--- config.mk ---
export PLATFORM = sky130hd
export DESIGN_NAME = sorted_insert_store_with_mean
export DESIGN_NICKNAME = d
export VERILOG_FILES = /design/src/rtl/sism_pkg.sv /design/src/rtl/sorted_insert_store_with_mean.sv
export SDC_FILE = /design/constraint.sdc
export NUM_CORES = 2
export LEC_CHECK = 0
export BUFFER_PORTS_ARGS = -buffer_cell sky130_fd_sc_hd__buf_2
export CORE_MARGIN = 10
export CORE_UTILIZATION = 44
export CTS_CLUSTER_DIAMETER = 150
export DETAILED_ROUTE_END_ITERATION = 8
export SKIP_CTS_REPAIR_TIMING = 1
export SYNTH_ARGS = -nofsm -noshare
export SYNTH_HDL_FRONTEND = slang
export SYNTH_SLANG_ARGS = --single-unit
--- constraint.sdc ---
create_clock -name clk_i -period 6.85 [get_ports clk_i]
set_input_delay 0.685 -clock clk_i [delete_from_list [all_inputs] [get_ports clk_i]]
set_output_delay 0.685 -clock clk_i [all_outputs]
set_load 0.005 [all_outputs]
--- src/rtl/sism_pkg.sv ---
`default_nettype none

package sism_pkg;

  // Store geometry.
  localparam int CAPACITY = 32;
  localparam int IDX_W    = $clog2(CAPACITY);
  localparam int CNT_W    = $clog2(CAPACITY + 1);

  // Value, sum and mean widths.
  localparam int VAL_W  = 32;
  localparam int SUM_W  = 38;
  localparam int FRAC_W = 8;
  localparam int MEAN_W = 40;

  // The divider works on the magnitude of sum * 2^FRAC_W.
  localparam int DIV_W  = SUM_W - 1 + FRAC_W;
  localparam int DCNT_W = $clog2(DIV_W);

  // Action codes.
  localparam logic ACT_INSERT = 1'b0;
  localparam logic ACT_READ   = 1'b1;

  typedef struct packed {
    logic                    action;
    logic signed [VAL_W-1:0] value;
  } in_t;

  typedef struct packed {
    logic                     has_value;
    logic signed [VAL_W-1:0]  element;
    logic [CNT_W-1:0]         count;
    logic signed [MEAN_W-1:0] mean;
    logic                     full_error;
    logic                     last;
  } out_t;

endpackage

`default_nettype wire

--- src/rtl/sorted_insert_store_with_mean.sv ---
// Insert: each stored value not less than the new one moves up one place, then
// the bit-serial divider (one quotient bit per cycle, 45 bits) forms the mean.
// An insert into a full store or a read of an empty store goes straight to emitting its result.
// Read out: each stored value is requested from the single registered read port, then emitted.
// One item is in work at a time; the input stalls until its results are queued.
// Reset clears the count, the sum, the mean, the state and the output valid flag.
`default_nettype none

module sorted_insert_store_with_mean
  import sism_pkg::*;
(
  input  wire logic clk_i,
  input  wire logic rst_ni,
  input  wire logic in_valid_i,
  output logic      in_stall_o,
  input  wire in_t  in_data_i,
  output logic      out_valid_o,
  input  wire logic out_stall_i,
  output out_t      out_data_o
);

  typedef enum logic [8:0] {
    ST_IDLE     = 9'b000000001,
    ST_SCAN_RD  = 9'b000000010,
    ST_SCAN_CMP = 9'b000000100,
    ST_DIV_INIT = 9'b000001000,
    ST_DIV      = 9'b000010000,
    ST_MEAN     = 9'b000100000,
    ST_EMIT     = 9'b001000000,
    ST_RD_REQ   = 9'b010000000,
    ST_RD_DATA  = 9'b100000000
  } state_e;

  state_e                   state_q, state_d;
  logic [CNT_W-1:0]         count_q, count_d;
  logic signed [SUM_W-1:0]  sum_q, sum_d;
  logic signed [MEAN_W-1:0] mean_q, mean_d;
  logic [IDX_W-1:0]         idx_q, idx_d;
  logic signed [VAL_W-1:0]  val_q, val_d;
  logic                     err_q, err_d;
  logic [DIV_W-1:0]         div_q, div_d;
  logic [CNT_W-1:0]         rem_q, rem_d;
  logic [DCNT_W-1:0]        dcnt_q, dcnt_d;
  logic                     neg_q, neg_d;
  logic                     out_valid_q, out_valid_d;
  out_t                     out_q, out_d;

  // Value store: one write port, one registered read port.
  logic signed [VAL_W-1:0]  mem [CAPACITY];
  logic signed [VAL_W-1:0]  rdata_q;
  logic [IDX_W-1:0]         rd_addr;
  logic                     mem_we;
  logic [IDX_W-1:0]         mem_wa;
  logic signed [VAL_W-1:0]  mem_wd;

  // Divider datapath.
  logic [SUM_W-1:0]         sum_abs;
  logic [CNT_W:0]           trial;
  logic [CNT_W:0]           trial_diff;
  logic [MEAN_W-1:0]        quot;
  logic                     out_free;
  logic                     in_xfer;

  assign in_stall_o  = (state_q != ST_IDLE);
  assign in_xfer     = in_valid_i && !in_stall_o;
  assign out_free    = !out_valid_q || !out_stall_i;
  assign out_valid_o = out_valid_q;
  assign out_data_o  = out_q;

  assign sum_abs    = sum_q[SUM_W-1] ? SUM_W'(-sum_q) : SUM_W'(sum_q);
  assign trial      = {rem_q, div_q[DIV_W-1]};
  assign trial_diff = trial - {1'b0, count_q};
  assign quot       = div_q[MEAN_W-1:0];

  // Sequencer.
  always_comb begin
    state_d     = state_q;
    count_d     = count_q;
    sum_d       = sum_q;
    mean_d      = mean_q;
    idx_d       = idx_q;
    val_d       = val_q;
    err_d       = err_q;
    div_d       = div_q;
    rem_d       = rem_q;
    dcnt_d      = dcnt_q;
    neg_d       = neg_q;
    out_valid_d = out_valid_q && out_stall_i;
    out_d       = out_q;
    rd_addr     = idx_q;
    mem_we      = 1'b0;
    mem_wa      = idx_q;
    mem_wd      = val_q;

    case (state_q)
      ST_IDLE: begin
        if (in_xfer) begin
          val_d = in_data_i.value;
          err_d = 1'b0;
          if (in_data_i.action == ACT_INSERT) begin
            if (count_q >= CNT_W'(CAPACITY)) begin
              err_d   = 1'b1;
              state_d = ST_EMIT;
            end else begin
              idx_d   = IDX_W'(count_q);
              state_d = ST_SCAN_RD;
            end
          end else if (count_q == '0) begin
            state_d = ST_EMIT;
          end else begin
            idx_d   = '0;
            state_d = ST_RD_REQ;
          end
        end
      end

      // Walk down from the top; values not less than the new one move up.
      ST_SCAN_RD: begin
        rd_addr = idx_q - IDX_W'(1);
        if (idx_q == '0) begin
          mem_we  = 1'b1;
          count_d = count_q + CNT_W'(1);
          sum_d   = sum_q + SUM_W'(val_q);
          state_d = ST_DIV_INIT;
        end else begin
          state_d = ST_SCAN_CMP;
        end
      end

      ST_SCAN_CMP: begin
        mem_we = 1'b1;
        if (rdata_q >= val_q) begin
          mem_wd  = rdata_q;
          idx_d   = idx_q - IDX_W'(1);
          state_d = ST_SCAN_RD;
        end else begin
          count_d = count_q + CNT_W'(1);
          sum_d   = sum_q + SUM_W'(val_q);
          state_d = ST_DIV_INIT;
        end
      end

      // Restoring division of |sum| * 2^FRAC_W by the count.
      ST_DIV_INIT: begin
        div_d   = {sum_abs[SUM_W-2:0], FRAC_W'(0)};
        neg_d   = sum_q[SUM_W-1];
        rem_d   = '0;
        dcnt_d  = DCNT_W'(DIV_W - 1);
        state_d = ST_DIV;
      end

      ST_DIV: begin
        if (trial >= {1'b0, count_q}) begin
          rem_d = trial_diff[CNT_W-1:0];
          div_d = {div_q[DIV_W-2:0], 1'b1};
        end else begin
          rem_d = trial[CNT_W-1:0];
          div_d = {div_q[DIV_W-2:0], 1'b0};
        end
        dcnt_d = dcnt_q - DCNT_W'(1);
        if (dcnt_q == '0) begin
          state_d = ST_MEAN;
        end
      end

      // Apply the sign; the quotient truncates toward zero.
      ST_MEAN: begin
        mean_d  = neg_q ? MEAN_W'(-quot) : MEAN_W'(quot);
        state_d = ST_EMIT;
      end

      ST_EMIT: begin
        if (out_free) begin
          out_valid_d      = 1'b1;
          out_d.has_value  = 1'b0;
          out_d.element    = '0;
          out_d.count      = count_q;
          out_d.mean       = mean_q;
          out_d.full_error = err_q;
          out_d.last       = 1'b1;
          state_d          = ST_IDLE;
        end
      end

      ST_RD_REQ: begin
        state_d = ST_RD_DATA;
      end

      ST_RD_DATA: begin
        if (out_free) begin
          out_valid_d      = 1'b1;
          out_d.has_value  = 1'b1;
          out_d.element    = rdata_q;
          out_d.count      = count_q;
          out_d.mean       = mean_q;
          out_d.full_error = 1'b0;
          out_d.last       = (CNT_W'(idx_q) + CNT_W'(1) == count_q);
          if (out_d.last) begin
            state_d = ST_IDLE;
          end else begin
            idx_d   = idx_q + IDX_W'(1);
            state_d = ST_RD_REQ;
          end
        end
      end

      default: begin
        state_d = ST_IDLE;
      end
    endcase
  end

  // Control state and running totals.
  always_ff @(posedge clk_i or negedge rst_ni) begin
    if (!rst_ni) begin
      state_q     <= ST_IDLE;
      count_q     <= '0;
      sum_q       <= '0;
      mean_q      <= '0;
      out_valid_q <= 1'b0;
    end else begin
      state_q     <= state_d;
      count_q     <= count_d;
      sum_q       <= sum_d;
      mean_q      <= mean_d;
      out_valid_q <= out_valid_d;
    end
  end

  // Working registers and the output payload.
  always_ff @(posedge clk_i) begin
    idx_q  <= idx_d;
    val_q  <= val_d;
    err_q  <= err_d;
    div_q  <= div_d;
    rem_q  <= rem_d;
    dcnt_q <= dcnt_d;
    neg_q  <= neg_d;
    out_q  <= out_d;
  end

  // Store write and registered read.
  always_ff @(posedge clk_i) begin
    if (mem_we) begin
      mem[mem_wa] <= mem_wd;
    end
    rdata_q <= mem[rd_addr];
  end

  // The count never passes the capacity.
  assert property (@(posedge clk_i) disable iff (!rst_ni)
    count_q <= CNT_W'(CAPACITY))
    else $error("stored count exceeds capacity");

  // A dropped insert never carries an element.
  assert property (@(posedge clk_i) disable iff (!rst_ni)
    out_valid_o && out_data_o.full_error |-> !out_data_o.has_value && out_data_o.last)
    else $error("full error result carries an element");

  // The divider only runs with a nonzero count.
  assert property (@(posedge clk_i) disable iff (!rst_ni)
    state_q == ST_DIV |-> count_q != '0)
    else $error("division by a zero count");

  // Inserts write only within the occupied range plus one.
  assert property (@(posedge clk_i) disable iff (!rst_ni)
    mem_we |-> CNT_W'(mem_wa) <= count_q)
    else $error("store write beyond the count");

  // A new count shows up only after an insert finished its scan.
  assert property (@(posedge clk_i) disable iff (!rst_ni)
    count_q != $past(count_q) |-> state_q == ST_DIV_INIT)
    else $error("count changed outside an insert");

endmodule

`default_nettype wire
* Word level (Yosys, flattened, before mapping)
Memory sizes are Yosys's and may differ from the RTL's. A register that Yosys moved wholly into a read port is not among the register bits.
Cells that the tools add are included.
** Storage, ports and cells
- Register bits after elaboration :: 271
- Bits in writable memories :: 1024
- Input port bits :: 37
- Output and inout port bits :: 83
- Word-level logic and storage cells :: 116
- Memories kept :: 1
** Cells by class
- $add $sub $neg :: 9
- Order comparisons :: 3
- Eq/ne operators :: 21
- Muxes and demuxes :: 45
- Reductions and logical operators :: 19
** Memories
- mem :: words 32, bits a word 32, read ports 1, clocked after Yosys merged registers in 1, write ports 1, RTL line sorted_insert_store_with_mean.sv:49 : logic signed [VAL_W-1:0] mem [CAPACITY];
** Operator list (count)
- $mux W81 :: 2
- $pmux W81 S2 :: 1
- $pmux W45 S2 :: 1
- $pmux W9 S9 :: 1
- $mux W38 :: 2
- $pmux W38 S2 :: 1
- $mux W32 :: 2
- $mux W9 :: 5
- $mux W40 :: 1
- $mux W5 :: 8
- $neg A40 Y40 :: 1
- $add A38 B32 Y38 :: 1
- $mux W37 :: 1
- $neg A37 Y37 :: 1
- $pmux W6 S2 :: 3
- $ge A32 B32 Y1 :: 1
- $mux W6 :: 3
- $mux W8 :: 2
- $ne A2 B2 Y1 const B :: 8
- $pmux W5 S3 :: 1
- $logic_not A6 Y1 :: 2
- $eq A9 B1 Y1 const B :: 1
- $eq A9 B2 Y1 const B :: 1
- $eq A9 B3 Y1 const B :: 1
- other kinds (32) :: 46

* Depth between registers and ports, before layout
- Depth after elaboration :: 5
- Gate-level depth with buffers :: 13
- Depth with buffers taken out :: 12

* Worst setup path after synthesis
Ideal clock, no wire load.
- Path kind :: flip-flop to flip-flop
- Start :: register state_q[4]
- End :: register out_q (netlist bit out_data_o[0]), enable pin
- Library setup time :: 547 ps
- Data arrival time :: 5319 ps
- Required time :: 6303 ps
- Setup slack :: 984 ps
- Cell stages (with the launch flop) :: 6
- Buffers on the path :: 1
- Period minus slack after synthesis :: 5866 ps
- Cell sequence :: dfrtp_1 -> clkbuf_1 -> or4_4 -> nor3_1 -> nand2_1 -> a21oi_1
** On the way
- Longest elaborated chain between the ends :: 3
- Elaborated cells on any way between the ends :: 6
- Those cells by class :: 4 x eq/ne; 2 x reduce/logical
** Ends and longest elaborated chain
- from (decl) :: RTL line sorted_insert_store_with_mean.sv:34 : state_e state_q, state_d;
- from (signal assigned) :: RTL line sorted_insert_store_with_mean.sv:222 : state_q <= state_d;
- $eq A9 B7 Y1 or $eq A9 B9 Y1 (tied branches) :: RTL line sorted_insert_store_with_mean.sv:95 : case (state_q)
- $ne A2 B2 Y1 (no line) or $reduce_bool A2 Y1 (tied branches)
- $reduce_and A3 Y1 (no line) (*)
- to (signal assigned) :: RTL line sorted_insert_store_with_mean.sv:239 : out_q <= out_d;
- to (decl) :: RTL line sorted_insert_store_with_mean.sv:46 : out_t out_q, out_d;
Every way passes the cells marked *; elsewhere a longest branch is shown, timed or not.
A chain may end at the register's enable or synchronous reset.

* Worst setup path after layout
- Start :: register state_q[5]
- End :: register rdata_q[5] (read register of mem)
** On the way
- Longest elaborated chain between the ends :: 2
** Ends and longest elaborated chain
- $eq A9 B2 Y1 :: RTL line sorted_insert_store_with_mean.sv:95
- $mux W5 :: RTL line sorted_insert_store_with_mean.sv:95
- to (decl) :: RTL line sorted_insert_store_with_mean.sv:50 : logic signed [VAL_W-1:0] rdata_q;
Every way passes these cells.

==> out/metrics.cfg <==
[floorplan]
die_h_um = 370.8
die_area_mm2 = 0.1375
start_util_pct = 44.37
io_pins = 120
core_mm2 = 0.1220
rows = 128
die_x_um = 370.8

[sta]
slew_viol_final = 0
period_needed_ps = 4623
rsz0062_at_grt = no
worst_pin_slew_ps = 1394
period_share_pct = 67.48
setup_viol = 0
final.setup.tns_ps = 0
slew-limit-headroom_pct = 7.060
fin_worst_skew_ps = 30.25
fmax_mhz = 216.3
finalHoldViolations = 0

[critical_path]
slowest_stage = xnor2_2
critical_path_class = reg2reg
endpoint_kind = register
crit_required_ps = 7370
path_buf_inv = 1
critPathMaxStageDelay_ps = 840
critPathMaxFanout = 29
path_cells = nor4_1 > nand4b_1 > xnor2_2 > buf_4 > mux4_2 > a22oi_1 > nand4_1
startpoint_type = register
crit_family = simple AND/OR/NAND/NOR gates
cp.arrival_ps = 5150

[synthesis]
ys_async_sr_fraction_pct = 7.084
syn_avg_cell_area_um2 = 17.35
synthCells = 3120
ys_types = 78
synth_seq_cells = 1327
synth_ff_type = edfxtp_1
synth_area_mm2 = 0.05415
yosysSeqAreaShare_pct = 72.13
synth_fp_nets = 3245
ys_warn_count = 0
synth_edf_count = 1201

[pwr]
internal-power_mw = 16.92
leakage_nw = 20.62
fin_total_pwr_mw = 24.34
p_sw_mw = 7.415
power_frac_clock_pct = 30.7
vdd_drop_max_uv = 438.6
swShare_pct = 30.47
sequentialPowerShare_pct = 43.2
p_comb_share_pct = 26.0
power_density_mw_per_mm2 = 393.8

[clock_tree]
root_buffer = clkbuf_16
clockBufferDepth = 3
cts_made_buffers = 137
clk_latency_ps = 770
clk_pin_slew_worst_paths_ps = 60
htreeDepth = 4
cts_tree = yes
cts.sinks = 1327

[layout]
drive_above_1_share_pct = 22.23
syn_to_final_growth_pct = 14.15
nets = 3437
ff_latch_area_mm2 = 0.03906
multi_input_area_mm2 = 0.01461
nFillCells = 9885

[route]
route.antenna.remaining_nets = 0
vias_per_cell = 6.004
vias = 30320
drc = 0
drt_iter0_drc = 3625
drt_pre_antenna_iters = 5
wirelength_um = 145600
post_drt_wl_per_cell_um = 28.82

[place]
dp_hpwl_um = 82110
port_buffers = 119
gp_congestion = 0.8759

[flow_run]
drv_cap = 0

[grt]
grt_pass1_wl_um = 212000
track_usage_pct = 21.12
grt_antenna_before_repair = 5
grt_pass1_vias = 30430
grt_max_degree = 130
globalRouteOverflowTotal = 0

[hold_path]
hold_path.class = in2reg

[run_status]
outcome = finished clean

-- state kept, by name, summed over array words and instances (netlist names) --
register     count
mean_q          40
out_data_o      81
rem_q            6
state_q          9
sum_q           38
err_q            1
count_q          6
val_q           32
out_valid_o      1
mem           1024
div_q           45
idx_q            5
dcnt_q           6
rdata_q         32
neg_q            1
-- power by group through the flow --
stage | combinational [mW] | clock (mW) | sequential, mW
after floorplan | 4.52 | 0 | 10.4
after detailed placement | 6.31 | 0 | 10.7
after CTS | 6.33 | 7.61 | 10.5
after global placement | 6.19 | 0 | 10.7
final | 6.33 | 7.48 | 10.5
after global routing | 6.92 | 7.94 | 10.6
-- area by class of cell --
| type | instances | share of cell area [%] |
|---|---|---|
| antenna | 1 | 0.004049 |
| timing repair buffer | 200 | 2.077 |
| tap | 1625 | 3.289 |
| sequential | 1327 | 63.19 |
| clock buffer | 169 | 6.077 |
| inverter | 75 | 0.4555 |
| clock inverter | 82 | 1.273 |
| multi-input combinational | 1571 | 23.63 |
-- routing by layer --
| metal | vias up | track usage, % | routed length, um | part of all wire (%) |
|---|---|---|---|---|
| met4 | 0 | 6.643 | 4154 | 2.9 |
| met2 | 1378 | 34.77 | 71140 | 49 |
| met3 | 228 | 3.926 | 11870 | 8.2 |
| li1 | 12830 | - | - | - |
| met1 | 15880 | 28.43 | 58400 | 40 |
| met5 | - | 0 | 0 | 0 |
-- worst paths after layout --
kind                          startpoint       endpoint  slack [ps]  depth (start not counted)
max                           state_q[5]     rdata_q[5]        2230                          7
min                        in_data_i[18]      val_q[18]         120                          1
max reg2reg                   state_q[5]     rdata_q[5]        2230                          7
min reg2reg                    mean_q[0]  out_data_o[2]         440                          0
max in group asynchronous         rst_ni      sum_q[29]        5260                          3
min in group asynchronous         rst_ni     state_q[3]         470                          2
-- layout by cell type (no fill, tap or decap), drive strengths merged, types with 23 or more instances in the layout --
cell type	n
buf	199
o31ai	23
inv	80
dfxtp	32
a22oi	128
nand3	31
edfxtp	1201
a21oi	69
nor3	39
clkinv	55
and2	44
clkbuf	169
nor2	91
ha	86
nand4	52
o21ai	205
xor2	76
nand2	223
mux4	256
xnor2	55
dfrtp	93
-- synthesized netlist by cell type (54+ instances only) --
cell type / n / area [um2]
a21oi_1: 68 / 340.3
a22oi_1: 128 / 960.9
clkbuf_1: 95 / 356.6
dfrtp_1: 93 / 2327
edfxtp_1: 1201 / 36060
ha_1: 86 / 1076
inv_1: 74 / 277.8
mux4_2: 256 / 5766
nand2_1: 223 / 837.1
nor2_1: 91 / 341.6
o21ai_0: 136 / 680.7
o21ai_1: 69 / 345.3
xnor2_1: 54 / 473.0
xor2_1: 76 / 665.6
-- per-stage QoR --
step	setup WS (ps)	utilization, %	instance area (um2)	instances	hold WS [ps]
after detailed placement	2290	46.90	57230	4797	431.2
after global routing	1978	50.65	61810	5049	86.15
after global placement	2363	46.90	57230	4797	430.8
final	2228	50.65	61810	5050	116.3
after CTS	2286	50.62	61770	5048	-111.9
after floorplan	983.6	-	54150	3120	389.4
-- cells by family after synthesis --
family | Yosys count | synth area share (%)
DFF | 1327 | 72.13
and+or+nand+nor | 571 | 5.158
AOI/OAI and AO/OA | 516 | 6.022
muxes | 265 | 10.83
buffers and inverters | 222 | 1.659
xor gates and xnor gates | 131 | 2.133
adders and majority gates | 88 | 2.061
(Power assumes the default switching activity.)
